===== src/hdl/fqcbk_pkg.sv =====
// shared constants and codes for the order queue
`default_nettype none

package fqcbk_pkg;

    localparam int DEPTH_DEF     = 16;
    localparam int KEY_BITS_DEF  = 32;
    localparam int FOOD_BITS_DEF = 16;

    localparam int MODE_W  = 3;
    localparam int KEY_W   = 32;
    localparam int FOOD_W  = 16;
    localparam int ID_W    = 16;
    localparam int COUNT_W = 5;
    localparam int CODE_W  = 2;

    localparam logic [ID_W-1:0] ID_START = 16'd1001;

    localparam logic [MODE_W-1:0] MODE_ENQ    = 3'd0;
    localparam logic [MODE_W-1:0] MODE_SERVE  = 3'd1;
    localparam logic [MODE_W-1:0] MODE_PEEK   = 3'd2;
    localparam logic [MODE_W-1:0] MODE_SEARCH = 3'd3;
    localparam logic [MODE_W-1:0] MODE_COUNT  = 3'd4;
    localparam logic [MODE_W-1:0] MODE_CANCEL = 3'd5;

    localparam logic [CODE_W-1:0] RES_OK   = 2'd0;
    localparam logic [CODE_W-1:0] RES_MISS = 2'd1;
    localparam logic [CODE_W-1:0] RES_FULL = 2'd2;

endpackage

`default_nettype wire


===== src/hdl/fifo_queue_with_cancel_by_key_core.sv =====
// order queue top level: fifo with search and cancel by customer key
`default_nettype none

// Order queue with search and cancel by key. A command is taken when start is high and
// busy is low; each result beat shows on the o_ ports for one cycle under o_valid and
// cannot be held off, and o_last marks the final beat of a command. Entries live in a
// single memory with one read and one write port, so the steps that touch entries run
// one after another: serve and cancel move the younger entries down one per cycle, and
// search gives matches oldest first, each once the scan finds the next match or
// reaches the end. No clearing pass after reset.
module fifo_queue_with_cancel_by_key_core #(
    parameter int DEPTH     = fqcbk_pkg::DEPTH_DEF,
    parameter int KEY_BITS  = fqcbk_pkg::KEY_BITS_DEF,
    parameter int FOOD_BITS = fqcbk_pkg::FOOD_BITS_DEF
) (
    input  logic                              i_clk,
    input  logic                              i_rst_n,
    input  logic                              start,
    output logic                              busy,
    input  logic [fqcbk_pkg::MODE_W-1:0]      i_mode,
    input  logic [fqcbk_pkg::KEY_W-1:0]       i_customer_key,
    input  logic [fqcbk_pkg::FOOD_W-1:0]      i_food_code,
    output logic                              o_valid,
    output logic [fqcbk_pkg::ID_W-1:0]        o_order_id,
    output logic [fqcbk_pkg::KEY_W-1:0]       o_entry_key,
    output logic [fqcbk_pkg::FOOD_W-1:0]      o_entry_food,
    output logic [fqcbk_pkg::COUNT_W-1:0]     o_queue_count,
    output logic [fqcbk_pkg::CODE_W-1:0]      o_result_code,
    output logic                              o_last
);
    import fqcbk_pkg::*;

    localparam int AW    = $clog2(DEPTH);
    localparam int CW    = $clog2(DEPTH + 1);
    localparam int KW    = KEY_BITS;
    localparam int FW    = FOOD_BITS;
    localparam int KKEEP = (KW < KEY_W) ? KW : KEY_W;
    localparam int FKEEP = (FW < FOOD_W) ? FW : FOOD_W;

    typedef enum logic [2:0] {
        S_IDLE,
        S_DISPATCH,
        S_FRONT,
        S_SHIFT,
        S_SCAN,
        S_SFIN,
        S_FIND
    } t_state;

    t_state              r_state;
    logic [MODE_W-1:0]   r_mode;
    logic [KW-1:0]       r_key;
    logic [FW-1:0]       r_food;
    logic [CW-1:0]       r_occ;
    logic [CW-1:0]       r_cnt;
    logic [ID_W-1:0]     r_next_id;
    logic                r_hit;
    logic [ID_W-1:0]     r_h_id;
    logic [KW-1:0]       r_h_key;
    logic [FW-1:0]       r_h_food;

    logic                r_valid;
    logic [ID_W-1:0]     r_out_id;
    logic [KEY_W-1:0]    r_out_key;
    logic [FOOD_W-1:0]   r_out_food;
    logic [CODE_W-1:0]   r_out_code;
    logic                r_out_last;

    logic [ID_W-1:0]     mem_id   [DEPTH];
    logic [KW-1:0]       mem_key  [DEPTH];
    logic [FW-1:0]       mem_food [DEPTH];
    logic [ID_W-1:0]     r_rd_id;
    logic [KW-1:0]       r_rd_key;
    logic [FW-1:0]       r_rd_food;

    logic                mem_we;
    logic [AW-1:0]       mem_waddr;
    logic [AW-1:0]       mem_raddr;
    logic [ID_W-1:0]     mem_wid;
    logic [KW-1:0]       mem_wkey;
    logic [FW-1:0]       mem_wfood;

    logic                full;
    logic                at_end;
    logic                match;

    assign full   = (r_occ == CW'(DEPTH));
    assign at_end = (r_cnt == r_occ - CW'(1));
    assign match  = (r_rd_key == r_key);

    always_comb begin
        mem_raddr = (r_state == S_DISPATCH) ? '0 : r_cnt[AW-1:0] + AW'(1);
        mem_we    = ((r_state == S_DISPATCH) && (r_mode == MODE_ENQ) && !full)
                    || (r_state == S_SHIFT);
        if (r_state == S_SHIFT) begin
            mem_waddr = r_cnt[AW-1:0] - AW'(1);
            mem_wid   = r_rd_id;
            mem_wkey  = r_rd_key;
            mem_wfood = r_rd_food;
        end else begin
            mem_waddr = r_occ[AW-1:0];
            mem_wid   = r_next_id;
            mem_wkey  = r_key;
            mem_wfood = r_food;
        end
    end

    always_ff @(posedge i_clk) begin
        if (mem_we) begin
            mem_id[mem_waddr]   <= mem_wid;
            mem_key[mem_waddr]  <= mem_wkey;
            mem_food[mem_waddr] <= mem_wfood;
        end
        r_rd_id   <= mem_id[mem_raddr];
        r_rd_key  <= mem_key[mem_raddr];
        r_rd_food <= mem_food[mem_raddr];
    end

    always_ff @(posedge i_clk) begin
        if (!i_rst_n) begin
            r_state   <= S_IDLE;
            r_occ     <= '0;
            r_next_id <= ID_START;
            r_valid   <= 1'b0;
            r_hit     <= 1'b0;
            r_cnt     <= '0;
        end else begin
            r_valid <= 1'b0;
            case (r_state)
                S_IDLE: begin
                    if (start) begin
                        r_mode  <= i_mode;
                        r_key   <= KW'(i_customer_key[KKEEP-1:0]);
                        r_food  <= FW'(i_food_code[FKEEP-1:0]);
                        r_state <= S_DISPATCH;
                    end
                end
                S_DISPATCH: begin
                    r_cnt <= '0;
                    r_hit <= 1'b0;
                    case (r_mode)
                        MODE_ENQ: begin
                            r_valid    <= 1'b1;
                            r_out_last <= 1'b1;
                            r_state    <= S_IDLE;
                            if (full) begin
                                r_out_id   <= '0;
                                r_out_key  <= '0;
                                r_out_food <= '0;
                                r_out_code <= RES_FULL;
                            end else begin
                                r_out_id   <= r_next_id;
                                r_out_key  <= KEY_W'(r_key[KKEEP-1:0]);
                                r_out_food <= FOOD_W'(r_food[FKEEP-1:0]);
                                r_out_code <= RES_OK;
                                r_occ      <= r_occ + CW'(1);
                                r_next_id  <= r_next_id + ID_W'(1);
                            end
                        end
                        MODE_SERVE, MODE_PEEK, MODE_SEARCH, MODE_CANCEL: begin
                            if (r_occ == '0) begin
                                r_valid    <= 1'b1;
                                r_out_last <= 1'b1;
                                r_out_id   <= '0;
                                r_out_key  <= '0;
                                r_out_food <= '0;
                                r_out_code <= RES_MISS;
                                r_state    <= S_IDLE;
                            end else if (r_mode == MODE_SEARCH) begin
                                r_state <= S_SCAN;
                            end else if (r_mode == MODE_CANCEL) begin
                                r_state <= S_FIND;
                            end else begin
                                r_state <= S_FRONT;
                            end
                        end
                        default: begin
                            r_valid    <= 1'b1;
                            r_out_last <= 1'b1;
                            r_out_id   <= '0;
                            r_out_key  <= '0;
                            r_out_food <= '0;
                            r_out_code <= RES_OK;
                            r_state    <= S_IDLE;
                        end
                    endcase
                end
                S_FRONT: begin
                    r_h_id   <= r_rd_id;
                    r_h_key  <= r_rd_key;
                    r_h_food <= r_rd_food;
                    if ((r_mode == MODE_PEEK) || at_end) begin
                        r_valid    <= 1'b1;
                        r_out_last <= 1'b1;
                        r_out_id   <= r_rd_id;
                        r_out_key  <= KEY_W'(r_rd_key[KKEEP-1:0]);
                        r_out_food <= FOOD_W'(r_rd_food[FKEEP-1:0]);
                        r_out_code <= RES_OK;
                        r_state    <= S_IDLE;
                        if (r_mode != MODE_PEEK) begin
                            r_occ <= r_occ - CW'(1);
                        end
                    end else begin
                        r_cnt   <= r_cnt + CW'(1);
                        r_state <= S_SHIFT;
                    end
                end
                S_SHIFT: begin
                    if (at_end) begin
                        r_valid    <= 1'b1;
                        r_out_last <= 1'b1;
                        r_out_id   <= r_h_id;
                        r_out_key  <= KEY_W'(r_h_key[KKEEP-1:0]);
                        r_out_food <= FOOD_W'(r_h_food[FKEEP-1:0]);
                        r_out_code <= RES_OK;
                        r_occ      <= r_occ - CW'(1);
                        r_state    <= S_IDLE;
                    end else begin
                        r_cnt <= r_cnt + CW'(1);
                    end
                end
                S_SCAN: begin
                    if (match) begin
                        if (r_hit) begin
                            r_valid    <= 1'b1;
                            r_out_last <= 1'b0;
                            r_out_id   <= r_h_id;
                            r_out_key  <= KEY_W'(r_h_key[KKEEP-1:0]);
                            r_out_food <= FOOD_W'(r_h_food[FKEEP-1:0]);
                            r_out_code <= RES_OK;
                        end
                        r_h_id   <= r_rd_id;
                        r_h_key  <= r_rd_key;
                        r_h_food <= r_rd_food;
                        r_hit    <= 1'b1;
                    end
                    if (at_end) begin
                        r_state <= S_SFIN;
                    end else begin
                        r_cnt <= r_cnt + CW'(1);
                    end
                end
                S_SFIN: begin
                    r_valid    <= 1'b1;
                    r_out_last <= 1'b1;
                    r_state    <= S_IDLE;
                    if (r_hit) begin
                        r_out_id   <= r_h_id;
                        r_out_key  <= KEY_W'(r_h_key[KKEEP-1:0]);
                        r_out_food <= FOOD_W'(r_h_food[FKEEP-1:0]);
                        r_out_code <= RES_OK;
                    end else begin
                        r_out_id   <= '0;
                        r_out_key  <= '0;
                        r_out_food <= '0;
                        r_out_code <= RES_MISS;
                    end
                end
                S_FIND: begin
                    if (match) begin
                        r_h_id   <= r_rd_id;
                        r_h_key  <= r_rd_key;
                        r_h_food <= r_rd_food;
                        if (at_end) begin
                            r_valid    <= 1'b1;
                            r_out_last <= 1'b1;
                            r_out_id   <= r_rd_id;
                            r_out_key  <= KEY_W'(r_rd_key[KKEEP-1:0]);
                            r_out_food <= FOOD_W'(r_rd_food[FKEEP-1:0]);
                            r_out_code <= RES_OK;
                            r_occ      <= r_occ - CW'(1);
                            r_state    <= S_IDLE;
                        end else begin
                            r_cnt   <= r_cnt + CW'(1);
                            r_state <= S_SHIFT;
                        end
                    end else if (at_end) begin
                        r_valid    <= 1'b1;
                        r_out_last <= 1'b1;
                        r_out_id   <= '0;
                        r_out_key  <= '0;
                        r_out_food <= '0;
                        r_out_code <= RES_MISS;
                        r_state    <= S_IDLE;
                    end else begin
                        r_cnt <= r_cnt + CW'(1);
                    end
                end
                default: begin
                    r_state <= S_IDLE;
                end
            endcase
        end
    end

    assign busy          = (r_state != S_IDLE);
    assign o_valid       = r_valid;
    assign o_order_id    = r_out_id;
    assign o_entry_key   = r_out_key;
    assign o_entry_food  = r_out_food;
    assign o_queue_count = COUNT_W'(r_occ);
    assign o_result_code = r_out_code;
    assign o_last        = r_out_last;

endmodule

`default_nettype wire


===== config.mk =====
export PLATFORM = sky130hd
export DESIGN_NAME = fifo_queue_with_cancel_by_key_core
export DESIGN_NICKNAME = d
export VERILOG_FILES = /design/src/hdl/fqcbk_pkg.sv /design/src/hdl/fifo_queue_with_cancel_by_key_core.sv
export SDC_FILE = /design/constraint.sdc
export NUM_CORES = 2
export LEC_CHECK = 0
export BUFFER_PORTS_ARGS = -buffer_cell sky130_fd_sc_hd__buf_2
export CAP_MARGIN = 20
export CORE_MARGIN = 2
export CORE_UTILIZATION = 65
export DETAILED_ROUTE_END_ITERATION = 8
export PLACE_DENSITY_LB_ADDON = 0.2
export SYNTH_ARGS = -nofsm -noshare
export SYNTH_HDL_FRONTEND = slang
export SYNTH_SLANG_ARGS = --single-unit
export TNS_END_PERCENT = 50

===== constraint.sdc =====
create_clock -name i_clk -period 13.5 [get_ports i_clk]
set_clock_uncertainty 0.05 [all_clocks]
set_input_delay 2.025 -clock i_clk [delete_from_list [all_inputs] [get_ports i_clk]]
set_output_delay 2.025 -clock i_clk [all_outputs]
set_load 0.05 [all_outputs]

After elaboration in Yosys (flattened, before gate mapping)
Memory sizes are Yosys's and may differ from the RTL's. A register that Yosys moved wholly into a read port is not among the register bits.
Cells that the tools add are included.
W data, S select, Z words.

storage, ports and cells
  bits in registers = 213
  memory bits (writable) = 1024
  input bits = 54
  output and inout port bits = 74
  word-level logic and storage cells = 182
  memories = 3

cells by class
  add/subtract/negate cells = 6
  equal/unequal tests = 31
  mux-type cells = 95
  bitwise gates (word level) = 1
  reduce and logical (&&, ||, !) cells = 29

memory list
  name      depth  width  read ports  clocked after Yosys merged registers in  wr ports  RTL line                                  RTL
  mem_key   16     32     1           1                                        1         fifo_queue_with_cancel_by_key_core.sv:70  logic [KW-1:0] mem_key [DEPTH];
  mem_food  16     16     1           1                                        1         fifo_queue_with_cancel_by_key_core.sv:71  logic [FW-1:0] mem_food [DEPTH];
  mem_id    16     16     1           1                                        1         fifo_queue_with_cancel_by_key_core.sv:69  logic [ID_W-1:0] mem_id [DEPTH];

operator list
  kind                     count
  $mux W32                 12
  $mux W16                 22
  $pmux W16 S6             2
  $pmux W32 S6             1
  $pmux W16 S2             4
  $pmux W32 S2             2
  $mux W5                  8
  $eq A32 B32 Y1           1
  $mux W3                  8
  $ne A2 B2 Y1 const B     12
  $mux W2                  10
  $pmux W5 S4              1
  $pmux W3 S6              1
  $add A16 B1 Y16 const B  1
  $mux W1                  16
  $pmux W5 S3              1
  $reduce_and A7 Y1        2
  $eq A3 B2 Y1 const B     4
  $eq A3 B3 Y1 const B     4
  $pmux W2 S6              1
  $reduce_and A3 Y1        4
  $add A5 B1 Y5 const B    2
  $pmux W1 S5              2
  $mux W4                  2
  other kinds (28)         39

Depth between registers and ports, before layout
  depth after elaboration = 6
  depth in mapped cells = 10
  gate-level depth less buffers = 8

Least setup slack after synthesis
No wires, ideal clock.

  path kind = input to register
  start point = input port i_rst_n
  end point = register r_out_food[0] (netlist: o_entry_food[0]), enable pin
  arrival = 6.972 ns
  slack = 5.913 ns
  stages on the path = 5
  path buffers = 0
  cells stage by stage = clkinv_1 nor2_1 o211a_1 o21ai_0 nor3_1

on the way
  word-level cells in the longest chain between the ends = 1

RTL lines
  element                      RTL line                                   RTL
  start: declaration           fifo_queue_with_cancel_by_key_core.sv:17   input logic i_rst_n,
  $reduce_and A8 Y1 (no line)  n/a
  end signal: assignment       fifo_queue_with_cancel_by_key_core.sv:154  r_out_food <= FOOD_W'(r_food[FKEEP-1:0]);
  end signal: assignment       fifo_queue_with_cancel_by_key_core.sv:197  r_out_food <= FOOD_W'(r_rd_food[FKEEP-1:0]);
  end signal: assignment       fifo_queue_with_cancel_by_key_core.sv:214  r_out_food <= FOOD_W'(r_h_food[FKEEP-1:0]);
  end: declaration             fifo_queue_with_cancel_by_key_core.sv:65   logic [FOOD_W-1:0] r_out_food;

No other way between the ends.
A chain may end at the register's enable or synchronous reset.

Final worst setup path
  start point = register r_state[2]
  end point = memory mem_food[9][4] (netlist name), enable pin

on the way
  word-level cells in the longest chain between the ends = 6
  elaborated cells on any way between the ends = 8
  classes of those cells = eq/ne (2); mux (3); reduce/logical (3)

RTL lines
  element                           RTL line                                   RTL
  start: declaration                fifo_queue_with_cancel_by_key_core.sv:50   t_state r_state;
  start signal: assignment          fifo_queue_with_cancel_by_key_core.sv:121  r_state <= S_IDLE;
  start signal: assignment          fifo_queue_with_cancel_by_key_core.sv:135  r_state <= S_DISPATCH;
  start signal: assignment          fifo_queue_with_cancel_by_key_core.sv:145  r_state <= S_IDLE;
  $eq A3 B1 Y1                      fifo_queue_with_cancel_by_key_core.sv:93   mem_we = ((r_state == S_DISPATCH) && (r_mode == MODE_ENQ) && !full)
  $logic_and A1 B1 Y1 (2 in a row)  fifo_queue_with_cancel_by_key_core.sv:93
  $logic_or A1 B1 Y1                fifo_queue_with_cancel_by_key_core.sv:94   || (r_state == S_SHIFT);
  $mux W1                           fifo_queue_with_cancel_by_key_core.sv:109  if (mem_we) begin
  $mux W1 (not written as such)     fifo_queue_with_cancel_by_key_core.sv:112  mem_food[mem_waddr] <= mem_wfood;
  end: declaration                  fifo_queue_with_cancel_by_key_core.sv:71

Parallel ways exist; a longest one is shown, timed or not.

==> results.toml <==
[status]
status = "finished with violations"
violations = "max-slew violations"

[worst_setup_path]
crit_path_end_kind = "flip-flop"
crit_chain = "nor2b_1 > nand2_4 > buf_4 > nand2_1 > o21ai_0 > nand2_1 > nor2_4 > buf_4"
cp-startpoint = "r_state[2]"
path_class = "reg -> reg"
critPathBufInv = 2
critPathRequiredTime_ns = 13.78
worst-path-stages = 8
crit_path_max_incr_delay_ns = 0.86
crit_path_top_delay_cell = "nor2_4"
arrival_ns = 5.44
worst-path-max-fanout = 46
worst-r2r-cell-count = 8
r2r-start = "r_state[2]"
rr_endpoint = "mem_food[9][4]"
rrSetupSlack_ns = 8.34
path_delay_family = "simple AND/OR/NAND/NOR gates"
startpoint_type = "flip-flop"
worstSetupEndpoint = "mem_food[9][4]"

[sta]
worst_slew_pin_slew_ns = 1.55
finalCriticalPeriod_ns = 5.16
fin_crit_sh_pct = 38.2
rsz0062_at_grt = "no"
slew_viol_final = 84
hold_viol_final = 0
hold_slack_ns = 0.412
fin_tns_setup_ns = 0
fin_ws_ns = 8.34
fmax_mhz = 194
report.final.setup_viol = 0
slew_headroom_pct = -3.44

[synthesis]
synth_cells = 3446
ys_warn_count = 0
ys_seq_area_share_pct = 74.8
synth_nets = 3505
synth_top_area_share_pct = 71.0
synth_cell_types = 70
ys_async_sr_fraction_pct = 0
synth_flop_cell = "edfxtp_1"
yosysTopAreaCell = "edfxtp_1"
syn_area_um2 = 51000
synth_edf_count = 1206
synthTopCellsByArea = "edfxtp_1 (71%), nand2_1 (4.8%), dfxtp_1 (3.7%)"
ys_ff_latch = 1301
synth_area_per_cell_um2 = 14.8

[grt]
grt_pass1_wl_mm = 191
track_usage_pct = 32.0
grt_max_degree = 243
antenna_found_initial = 1
grt_pass1_vias = 30900
overflow = 0

[die]
die_x_um = 284
die_h_um = 284
rows = 102
ios = 128
die-area_um2 = 80700
start_util_pct = 65.7
core_area_um2 = 77600

[clocking]
cts.repair.resized = 0
clkSinkCount = 1301
root_buffer = "clkbuf_16"
clk_latency_ns = 0.73
h-tree-depth = 4
cts_made_buffers = 131
cts_buffer_depth = 3
cts_tree = "yes"
clk_pin_slew_ns = 0.06
postCtsHoldBufs = 0
postCtsSetupRepairBufs = 0

[final_layout]
area_delta_synth_final_pct = 11.1
mostFrequentLayoutCells = "edfxtp_1 (1206), nand2_1 (648), o21ai_0 (268)"
layout_commonest_cell = "edfxtp_1"
fillers = 4773
fin_nets = 3573
final_util_pct = 73.0
finish.instance_area_um2 = 56600
fin_cells = 4652
drive_gt1_share_pct = 13.6

[job]
drv_cap = 0

[route]
via_per_inst = 6.74
postRouteAntennaNets = 0
wl_per_cell_um = 27.6
vias = 31400
routed_wl_mm = 128
drc = 0
first_pass_iters = 6
first_iter_violations = 4084

[placement]
placed_cells = 4420
routabilityCongestion = 0.823
dp_hpwl_mm = 64.7
dpl_cell_area_um2 = 52500
pre_cts_ws_ns = 8.41
io_buffers = 127

[pwr]
total_power_mw = 8.28
powerDensity_nw_per_um2 = 146
p_leak_nw = 19.7
ir_drop_uv = 119

[min_path]
holdCritPathClass = "reg -> reg"
[report_power, final]
group	leakage (nW)	switching (mW)	internal [mW]	total, mW
Clock	1.99	1.45	2.04	3.49
Combinational	5.82	0.235	0.112	0.346
Sequential	11.9	0.0331	4.42	4.45
Total	19.7	1.72	6.57	8.28
[cells in the mapped netlist, types with 11 or more instances]
library cell,count
and3_1,132
nor3_1,14
a22o_1,65
or3_1,135
a21o_1,64
xnor2_1,44
nor2_1,37
buf_2,61
mux2_2,31
buf_1,13
dfxtp_1,95
nand2_1,652
mux4_2,64
a31oi_1,133
o21ai_0,268
inv_1,12
clkbuf_1,162
edfxtp_1,1206
o221ai_1,128
a21oi_1,11
[layer usage]
layer  share of wire [%]  global-route usage, %  up-vias
li1                    -                      -    13400
met1                  37                   45.2    15700
met2                  47                   49.9     2040
met3                  12                   6.21      298
met4                 3.4                   12.7        0
met5                   0                      0        -
[worst reg2reg max path: stages (launching register included)]
cell and delay, ns:
dfxtp_1 0.74, nor2b_1 0.24, nand2_4 0.46, buf_4 0.80, nand2_1 0.23, o21ai_0 0.18, nand2_1 0.32, nor2_4 0.86
buf_4 0.84
[flip-flops by register name, indices dropped and copies added, names as in the netlist, 32 cells and up]
signal,cells
r_key,32
r_rd_key,32
r_h_key,32
o_entry_key,32
mem_food,256
mem_key,512
mem_id,256
[cell type report]
| cell class | count | area, um2 | area share, % |
|---|---|---|---|
| flip-flops and latches | 1301 | 38100 | 67.3 |
| multi-input cells | 1886 | 12000 | 21.1 |
| clock buffers | 191 | 3720 | 6.56 |
| well taps | 1040 | 1300 | 2.30 |
| repair buffers | 181 | 1080 | 1.90 |
| clock inverters | 39 | 387 | 0.683 |
| inverters | 13 | 53.8 | 0.0950 |
| diodes | 1 | 2.50 | 0.00442 |
[worst min-delay path by stage]
| stage | slack (ns) | start | endpoint | depth (start not counted) |
|---|---|---|---|---|
| 2_1_floorplan | 0.38 | r_rd_food[0] | r_h_food[0] | 0 |
| 3_3_place_gp | 0.38 | r_rd_food[4] | r_h_food[4] | 0 |
| 3_5_place_dp | 0.40 | r_rd_id[15] | r_h_id[15] | 0 |
| 4_1_cts | 0.42 | r_rd_id[15] | r_h_id[15] | 0 |
| 5_1_grt | 0.43 | r_rd_id[9] | r_h_id[9] | 0 |
| 6_report | 0.41 | r_rd_id[15] | r_h_id[15] | 0 |
[logic make-up (layout without fill, tap and decap cells)]
kind of cell,after synthesis,count (layout),synth area share (%)
AND/OR/NAND/NOR,1023,1023,9.21
multiplexers,97,97,3.55
flip-flops,1301,1301,74.8
XOR/XNOR,54,54,0.928
buffers and inverters,259,424,2.14
AO/OA/AOI/OAI,707,707,9.27
other,0,1,0
adder cells (fa/ha/maj),5,5,0.123
Note: power is estimated with default switching activity, not from simulation.
